### config.mk
export PLATFORM = sky130hd
export DESIGN_NAME = bao_queue
export DESIGN_NICKNAME = d
export VERILOG_FILES = /design/src/design/bao_pkg.sv /design/src/design/bao_queue.sv
export SDC_FILE = /design/constraint.sdc
export NUM_CORES = 1
export LEC_CHECK = 0
export ABC_AREA = 1
export ABC_CLOCK_PERIOD_IN_PS = 3800
export BUFFER_PORTS_ARGS = -buffer_cell sky130_fd_sc_hd__buf_2
export CORE_ASPECT_RATIO = 2
export CORE_MARGIN = 3
export CORE_UTILIZATION = 50
export DETAILED_ROUTE_END_ITERATION = 6
export PLACE_DENSITY = 0.84
export SLEW_MARGIN = 0
export SYNTH_ARGS = -nofsm -noshare
export SYNTH_HDL_FRONTEND = slang
export SYNTH_SLANG_ARGS = --single-unit
### constraint.sdc
create_clock -name i_clk -period 3.8 [get_ports i_clk]
set_input_delay 0.19 -clock i_clk [delete_from_list [all_inputs] [get_ports i_clk]]
set_output_delay 0.19 -clock i_clk [all_outputs]
set_load 0.01 [all_outputs]
### src/design/bao_pkg.sv
// ============================================================================
// bao_pkg: shared types and constants of the bias and activation output stage
// Lane count, value type, configuration record, register indexes, operation
// codes and the beat record that passes from the front end to the back end.
// ============================================================================
package bao_pkg;

    // Lanes carried by one beat and the width of one fixed-point value.
    localparam int LANES = 8;
    localparam int VAL_W = 16;

    // Depth of the queue between the front end and the back end.
    localparam int Q_DEPTH = 4;

    // Division of the hard-swish product by three: multiply by the rounded-up
    // reciprocal and shift. The offset keeps the dividend non-negative.
    localparam logic [18:0] HS_RECIP = 19'd349526;
    localparam int          HS_SHIFT = 20;
    localparam int          HS_OFFSET = 98304;

    typedef logic signed [VAL_W-1:0] t_val;

    // Operation codes of an input beat.
    localparam logic OP_BIAS = 1'b0;
    localparam logic OP_DATA = 1'b1;

    // Activation modes; the unused code behaves as no activation.
    localparam logic [1:0] MODE_NONE   = 2'd0;
    localparam logic [1:0] MODE_RELU   = 2'd1;
    localparam logic [1:0] MODE_HSWISH = 2'd2;

    // Configuration register indexes.
    typedef enum logic [1:0] {
        REG_ACTIVE_CHANNELS,
        REG_TILE_ROWS,
        REG_TILE_COLS,
        REG_ACTIVATION_MODE
    } t_reg_idx;

    typedef struct packed {
        logic [5:0] active_channels;
        logic [4:0] tile_rows;
        logic [4:0] tile_cols;
        logic [1:0] activation_mode;
    } t_cfg;

    // One classified data beat: biased lane values, lane enables, tile end.
    typedef struct packed {
        logic [LANES-1:0][VAL_W-1:0] x;
        logic [LANES-1:0]            lane_on;
        logic                        last;
    } t_beat;

endpackage

### src/design/bao_queue.sv
// ============================================================================
// bao_queue: short beat queue between front end and back end
// A small first-in first-out store that lets either side stall on its own.
// ============================================================================
module bao_queue
    import bao_pkg::*;
(
    input  logic  i_clk,
    input  logic  i_rst_n,
    input  logic  i_push,
    input  t_beat i_beat,
    output logic  o_full,
    input  logic  i_pop,
    output logic  o_valid,
    output t_beat o_beat
);

    localparam int QPW = $clog2(Q_DEPTH);

    t_beat          r_mem [Q_DEPTH];
    logic [QPW-1:0] r_wr, r_rd;
    logic [QPW:0]   r_count;

    assign o_full  = r_count == (QPW+1)'(Q_DEPTH);
    assign o_valid = r_count != '0;
    assign o_beat  = r_mem[r_rd];

    // Entry storage.
    always_ff @(posedge i_clk) begin
        if (i_push) begin
            r_mem[r_wr] <= i_beat;
        end
    end

    // Pointers and fill level.
    always_ff @(posedge i_clk) begin
        if (!i_rst_n) begin
            r_wr    <= '0;
            r_rd    <= '0;
            r_count <= '0;
        end else begin
            if (i_push) begin
                r_wr <= r_wr + 1'b1;
            end
            if (i_pop) begin
                r_rd <= r_rd + 1'b1;
            end
            if (i_push && !i_pop) begin
                r_count <= r_count + 1'b1;
            end else if (i_pop && !i_push) begin
                r_count <= r_count - 1'b1;
            end
        end
    end

`ifndef NO_ASSERTIONS
    // The front end never pushes into a full queue.
    a_no_overflow: assert property (@(posedge i_clk) disable iff (!i_rst_n)
        i_push |-> !o_full)
        else $error("push into full queue");

    // The back end never pops an empty queue.
    a_no_underflow: assert property (@(posedge i_clk) disable iff (!i_rst_n)
        i_pop |-> o_valid)
        else $error("pop from empty queue");
`endif

endmodule

==> results of run 1 <==
==> area by class of cell <==
type                    instances  share of cell area [%]
diodes                          4                  0.0393
well taps                     530                    2.61
multi-input cells             720                    13.6
inverters                      17                   0.369
clock buffers                  53                    4.71
repair buffers                439                    11.9
clock inverters                29                    1.37
flip-flops and latches        557                    65.4
==> per-layer routing <==
metal | share of wire (%) | global-route usage, % | vias to the layer above
met4 | 4.3 | 11.1 | 4
met1 | 35 | 25.0 | 6677
met5 | 0.046 | 0 | -
li1 | - | - | 6043
met3 | 6.6 | 3.93 | 144
met2 | 54 | 40.3 | 656
==> state kept, by name, indices dropped and copies added, names as in the netlist, named ones only <==
name	cells
r_count	3
r_rd	2
r_wr	2
r_mem	548
==> cell families (layout without fill, tap and decap cells) <==
group / count (synthesis) / count (layout) / share of synthesized area, %
adder cells (fa/ha/maj): 6 / 6 / 0.398
flip-flops: 557 / 557 / 80.2
AND/OR/NAND/NOR: 293 / 293 / 5.33
other: 0 / 4 / 0
buffers and inverters: 107 / 538 / 3.08
AO/OA/AOI/OAI: 421 / 421 / 11.0
==> path summary, 6_finish.rpt <==
kind                                endpoint  cells past startpoint
worst max-delay path             o_beat[122]                      5
worst min-delay path            r_mem[0][21]                      2
worst max register to register  r_mem[1][75]                      5
worst min register to register     flip-flop                      1
==> power breakdown <==
group,leakage [nW],internal [W],total (W),switching (W)
combinational,3.05,0.000482,0.00134,0.000860
sequential,5.11,0.00702,0.00711,0.0000902
clock,0.746,0.00276,0.00486,0.00210
total,8.90,0.0103,0.0133,0.00305
==> stage by stage <==
step                      instances  util, %  hold WS, ns  cell area (um2)
after CTS                      2345     62.7        0.352            25400
after floorplan                1384        -        0.289            20700
after global routing           2348     62.7        0.371            25400
after detailed placement       2123     55.4        0.405            22500
after global placement         2123     55.4        0.396            22500
final                          2349     62.7        0.376            25400
==> placed cells by master, fill, tap and decap left out, types with 2 or more instances in the layout <==
cell / instances
clkbuf_16: 47
dfxtp_4: 2
a21oi_1: 4
inv_8: 3
ha_1: 5
buf_2: 279
buf_12: 6
buf_4: 14
clkinv_2: 3
nand2_1: 10
o22ai_1: 137
bufinv_16: 7
clkinv_1: 9
inv_1: 11
edfxtp_1: 548
o21ai_0: 157
clkbuf_1: 6
diode_2: 4
clkinvlp_4: 3
dfxtp_1: 7
o21ai_1: 123
nor2_1: 280
dlygate4sd3_1: 140
inv_6: 8
==> key figures, run 1 <==
Clock tree
  • CTS tree: done
  • Deepest clock path buffer count: 3
  • Hold buffer count at cts: 140
  • Htree depth: 2
  • Postcts setup bufs: 0
  • Post_cts resized: 0
  • Worst-Skew Late Latency: 0.56 ns
  • # clock sinks: 557
  • Num CTS Buffers: 45
  • Clock slew at reported path FFs: 0.07 ns
  • Root buf cell: clkbuf_16

Place
  • Routability Congestion: 0.754
  • Number of I/O port buffers: 279
  • DPL Wire Length: 27,700 um
  • Worst slack, placed: 1.44 ns

Timing
  • Setup TNS: 0 ns
  • Max frequency: 328 MHz
  • Setup ws final: 0.753 ns
  • RSZ-0062 raised after global routing: false
  • Final worst-path cycle share: 80.2%
  • Final Slew Violations: 0
  • Endpoints failing setup: 0
  • Fin crit period: 3.05 ns
  • Slew headroom: 45.5%
  • Fin. Hold Viols: 0
  • Clk_skew: 0.0235 ns
  • Least-Margin Pin Slew: 0.818 ns

Logic synthesis
  • Mapped Area: 20,700 um2
  • Synth Flop Type: edfxtp_1
  • Ys Warns: 0
  • Synth top area cells: edfxtp_1, nor2_1, o22ai_1
  • Count leader, synth: edfxtp_1
  • Synth Register Bits: 557
  • Asr flop ratio synth: 0%
  • Syn_area_per_cell: 15.0 um2
  • Post-synth top area share: 79.3%
  • Largest area contributor in the netlist: edfxtp_1
  • Post-synthesis sequential area ratio: 80.2%
  • Yosys cell types: 19
  • Cell count after synthesis: 1,384
  • Top cells by count, synth: edfxtp_1, nor2_1, o21ai_0
  • Post-synth EDFFs: 548
  • Syn nets: 1,531

Global routing
  • GRT overflow: 0
  • Vias in the first global route: 14,100
  • Initial antenna violation count: 5
  • Largest net degree at the start of global routing: 108
  • Global router's overall resource usage: 22.3%
  • First-pass GRT wire length: 76,300 um

Setup path
  • CP Capture Type: primary output
  • Required @ worst endpoint: 3.61 ns
  • CP top delay family: buffers and inverters
  • Crit-path cells: inv_8 > buf_12 > o21ai_1 > o22ai_1 > buf_2
  • Reg2reg setup slack: 1.60 ns
  • Crit path kind: reg -> out
  • Worst setup SP type: flip-flop
  • CP Max Fanout: 107
  • Slowest stage delay, CP: 0.51 ns
  • Worst Path Arrival: 2.86 ns
  • WP buf/inv: 3
  • Highest-delay cell along the critical path: dfxtp_4
  • Worst R2R Start: r_wr[1]

Layout
  • Nets: 1,927
  • Fillers: 2,763
  • Share of layout cells above drive strength 1: 20.6%
  • Area grow syn2layout: 22.7%
  • Multi-input gate area: 3470 um2
  • Register area: 16,600 um2

Floorplan
  • IO Count: 280
  • Initial Util: 51.1%
  • Core area: 40,600 um2
  • Chip Width: 150 um
  • Die Y: 294 um
  • # rows: 104
  • Die ar.: 44,100 um2

Routing
  • Routed Antenna Nets: 0
  • Iter 0 DRT Violations: 1,026
  • Routed WL: 50,300 um
  • Vias per Instance: 5.76
  • Pre-antenna DRT Iters: 5
  • Drt drc: 0
  • Drt wl/cell: 21.4 um
  • Via Count: 13,500

Hold path
  • Hold path startpoint: i_beat[21]
  • Kind of path behind the tightest hold check: in -> reg

Power
  • PwrDens: 523 nW/um2
  • Overall Power: 0.0133 W
  • Max VDD drop: 0.439 mV
  • Leak pwr: 8.90 nW

Run status
  • Status: finished, final reports clean

Flow run
  • Max_cap viols: 0
No activity file was read; power rests on OpenSTA's default activity.
==> inputs of run 2 (changes only) <==
--- a/config.mk
+++ b/config.mk
@@ -5,8 +5,8 @@
 export SDC_FILE = /design/constraint.sdc
 export NUM_CORES = 1
 export LEC_CHECK = 0
-export ABC_AREA = 1
-export ABC_CLOCK_PERIOD_IN_PS = 3800
+export ABC_AREA = 0
+export ABC_CLOCK_PERIOD_IN_PS = 2450
 export BUFFER_PORTS_ARGS = -buffer_cell sky130_fd_sc_hd__buf_2
 export CORE_ASPECT_RATIO = 2
 export CORE_MARGIN = 3
==> constraint.sdc (replaced) <==
create_clock -name i_clk -period 2.45 [get_ports i_clk]
set_input_delay 0.1225 -clock i_clk [delete_from_list [all_inputs] [get_ports i_clk]]
set_output_delay 0.1225 -clock i_clk [all_outputs]
set_load 0.01 [all_outputs]
==> run 2 against run 1 <==
Design area decreased by 1.3%. First-iteration DRC count fell by 38%. Hold slack lost 0.052 ns. Core utilization rose by 0.59 points. Largest cell class unchanged.
==> key figures, run 2 <==
Run status
  • Status: finished, final reports clean (unchanged)

Floorplan
  • Core area: 39,700 um2 (was 40,600 um2)
  • Initial Util: 50.8% (was 51.1%)
  • Chip Width: 148 um (was 150 um)
  • Die ar.: 43,000 um2 (was 44,100 um2)
  • # rows: 103 (was 104)
  • Die Y: 290 um (was 294 um)
  • IO Count: 280 (unchanged)

Layout
  • Largest regs: r_mem: 548 flops, r_count: 3 flops (unchanged)
  • Max reg flops: 548 (unchanged)
  • Multi-input gate area: 3350 um2 (was 3470 um2)
  • Most common cell after layout, fill and taps aside: edfxtp_1 (unchanged)
  • Area grow syn2layout: 24.4% (was 22.7%)
  • Register area: 16,600 um2 (unchanged)
  • Fin area: 25,100 um2 (was 25,400 um2)
  • Non-filler cells, final: 1,767 (was 2,349)
  • Share of layout cells above drive strength 1: 40.0% (was 20.6%)
  • Nets: 1,356 (was 1,927)
  • Commonest non-fill, non-tap cells in the layout: edfxtp_1, buf_2, dlygate4sd3_1 (was edfxtp_1, nor2_1, buf_2)
  • Largest Register: r_mem (unchanged)
  • Fillers: 2,633 (was 2,763)

Power
  • Seq pwr share: 55.1% (was 53.4%)
  • Total net switching power: 0.00436 W (was 0.00305 W)
  • Internal power: 0.0157 W (was 0.0103 W)
  • Leak pwr: 8.46 nW (was 8.90 nW)
  • Comb power frac: 11.1% (was 10.1%)
  • Sw frac: 21.7% (was 22.9%)
  • PwrDens: 800 nW/um2 (was 523 nW/um2)
  • Max VDD drop: 0.624 mV (was 0.439 mV)
  • Clock Power Share: 33.8% (was 36.5%)
  • Overall Power: 0.0201 W (was 0.0133 W)

Logic synthesis
  • Count leader, synth: edfxtp_1 (unchanged)
  • Post-synth EDFFs: 548 (unchanged)
  • Cell count after synthesis: 758 (was 1,384)
  • Ys Warns: 0 (unchanged)
  • Synth Flop Type: edfxtp_1 (unchanged)
  • Post-synth top area share: 81.5% (was 79.3%)
  • Post-synthesis sequential area ratio: 82.4% (was 80.2%)
  • Mapped Area: 20,200 um2 (was 20,700 um2)
  • Asr flop ratio synth: 0% (unchanged)
  • Syn_area_per_cell: 26.6 um2 (was 15.0 um2)
  • Synth top area cells: edfxtp_1, mux4_2, dfxtp_1 (was edfxtp_1, nor2_1, o22ai_1)
  • Synth Register Bits: 557 (unchanged)
  • Yosys cell types: 20 (was 19)
  • Top cells by count, synth: edfxtp_1, mux4_2, buf_2 (was edfxtp_1, nor2_1, o21ai_0)
  • Largest area contributor in the netlist: edfxtp_1 (unchanged)
  • Syn nets: 905 (was 1,531)

Clock tree
  • # clock sinks: 557 (unchanged)
  • Deepest clock path buffer count: 3 (unchanged)
  • Num CTS Buffers: 45 (unchanged)
  • Htree depth: 2 (unchanged)
  • CTS tree: done (unchanged)
  • Root buf cell: clkbuf_16 (unchanged)
  • Worst-Skew Late Latency: 0.55 ns (was 0.56 ns)
  • Clock slew at reported path FFs: 0.07 ns (about the same)
  • Postcts setup bufs: 0 (unchanged)

Setup path
  • FF-to-FF path depth: 4 (was 5)
  • R2r endpoint: r_mem[0][1] (was r_mem[1][75])
  • CP Capture Type: primary output (unchanged)
  • Required @ worst endpoint: 2.33 ns (was 3.61 ns)
  • Worst Path Arrival: 2.20 ns (was 2.86 ns)
  • CP Max Fanout: 36 (was 107)
  • Worst R2R Start: r_wr[0] (was r_wr[1])
  • Crit path kind: reg -> out (unchanged)
  • Worst setup SP type: flip-flop (unchanged)
  • Reg2reg setup slack: 0.87 ns (was 1.60 ns)
  • CP endpoint: o_beat[91] (was o_beat[122])

Place
  • Placed inst area: 22,300 um2 (was 22,500 um2)
  • Number of I/O port buffers: 279 (unchanged)
  • DPL Wire Length: 25,100 um (was 27,700 um)
  • DP Cell Count: 1,547 (was 2,123)
  • Routability Congestion: 0.744 (was 0.754)

Routing
  • Iter 0 DRT Violations: 633 (was 1,026)
  • Drt wl/cell: 23.6 um (was 21.4 um)
  • Routed WL: 41,600 um (was 50,300 um)
  • Routed Antenna Nets: 0 (unchanged)
  • Vias per Instance: 5.46 (was 5.76)
  • Pre-antenna DRT Iters: 4 (was 5)
  • Via Count: 9,653 (was 13,500)
  • Drt drc: 0 (unchanged)

Timing
  • Max frequency: 431 MHz
  • Least-Margin Pin Slew: 0.593 ns (was 0.818 ns)
  • Endpoints failing setup: 0 (unchanged)
  • Final worst-path cycle share: 94.7%
  • Clk_skew: 0.0222 ns (was 0.0235 ns)
  • Worst hold slack: 0.324 ns (was 0.376 ns)
  • RSZ-0062 raised after global routing: false (unchanged)
  • Final Slew Violations: 0 (unchanged)
  • Fin crit period: 2.32 ns
  • Setup TNS: 0 ns (unchanged)
  • Slew headroom: 60.5% (was 45.5%)
  • Fin. Hold Viols: 0 (unchanged)

Hold path
  • Kind of path behind the tightest hold check: in -> reg (unchanged)

Flow run
  • Max_cap viols: 0 (unchanged)

Global routing
  • Vias in the first global route: 10,700 (was 14,100)
  • Largest net degree at the start of global routing: 91 (was 108)
  • GRT overflow: 0 (unchanged)
  • Initial antenna violation count: 2 (was 5)
  • First-pass GRT wire length: 64,100 um (was 76,300 um)
  • Global router's overall resource usage: 19.6% (was 22.3%)
run 2: cell count changes in the layout (fill, tap and decap cells not counted), moves of 7 or more:
cell,before,now
o21ai_1,123,0
o22ai_1,137,0
inv_1,11,4
mux4_2,0,137
nor2_1,280,0
buf_12,6,13
clkbuf_1,6,15
o21ai_0,157,1
buf_4,14,1
inv_6,8,0
nand2_1,10,1
run 2: worst min-delay path by stage:
stage                    start      endpoint  slack [ns]  cells after the start
finish               i_beat[8]   r_mem[3][8]        0.32                      2
global route         i_beat[8]   r_mem[3][8]        0.31                      2
CTS                  i_beat[8]   r_mem[2][8]        0.28                      2
detailed placement  i_beat[72]  r_mem[3][72]        0.34                      1
global placement    i_beat[78]  r_mem[1][78]        0.33                      1
floorplan            i_beat[0]   r_mem[0][0]        0.22                      0
run 2: layer usage:
layer  vias to the layer above  routed length, um  global-route usage (%)
met2                       384              23100                    35.6
met4                         0               1980                    8.57
met3                       104               2130                    3.13
met5                         -                  0                       0
li1                       4173                  -                       -
met1                      4992              14400                    22.9
run 2: kinds of logic (layout without fill, tap and decap cells):
group           count (synthesis)  after routing  synth area share (%)
mux                           139            139                  15.4
flops                         557            557                  82.4
xor+xnor                        5              5                 0.217
fa+ha+maj                       6              6                 0.409
buf+inv                        34            515                  1.04
compound gates                  2              2                0.0620
other cells                     0              3                     0
simple gates                   15             15                 0.459
run 2: worst max-delay path, stage by stage, from the launching register on:
cell	delay [ns]
dfxtp_4	0.56
buf_16	0.32
mux4_2	0.59
buf_2	0.17
run 2: final cells by class:
| class | count | area share, % |
|---|---|---|
| Sequential cell | 557 | 66.3 |
| Multi-Input combinational cell | 167 | 13.3 |
| Timing Repair Buffer | 434 | 12.3 |
| Clock buffer | 60 | 4.71 |
| Tap cell | 525 | 2.62 |
| Clock inverter | 17 | 0.658 |
| Inverter | 4 | 0.0598 |
| Antenna cell | 3 | 0.0299 |
run 2: per-stage QoR:
| stage | util [%] | setup slack, ns |
|---|---|---|
| after floorplan | - | 0.494 |
| after global placement | 56.3 | 0.646 |
| after detailed placement | 56.3 | 0.638 |
| after CTS | 63.2 | 0.0563 |
| after global routing | 63.3 | 0.0107 |
| final | 63.3 | 0.130 |
run 2: power groups by stage:
stage / Sequential (W) / Clock (W) / Combinational (W)
final: 0.0111 / 0.00678 / 0.00223
after global routing: 0.0111 / 0.00732 / 0.00238
after CTS: 0.0111 / 0.00694 / 0.00226
after detailed placement: 0.0113 / 0 / 0.00206
after global placement: 0.0112 / 0 / 0.00201
after floorplan: 0.0112 / 0 / 0.00119
run 2: what timing repair did:
item / in CTS / in global routing
endpoints found under the hold margin: 557 / 0
hold buffers: 140 / 0
resized for setup: 0 / 1
endpoints found under the setup margin: 0 / 1
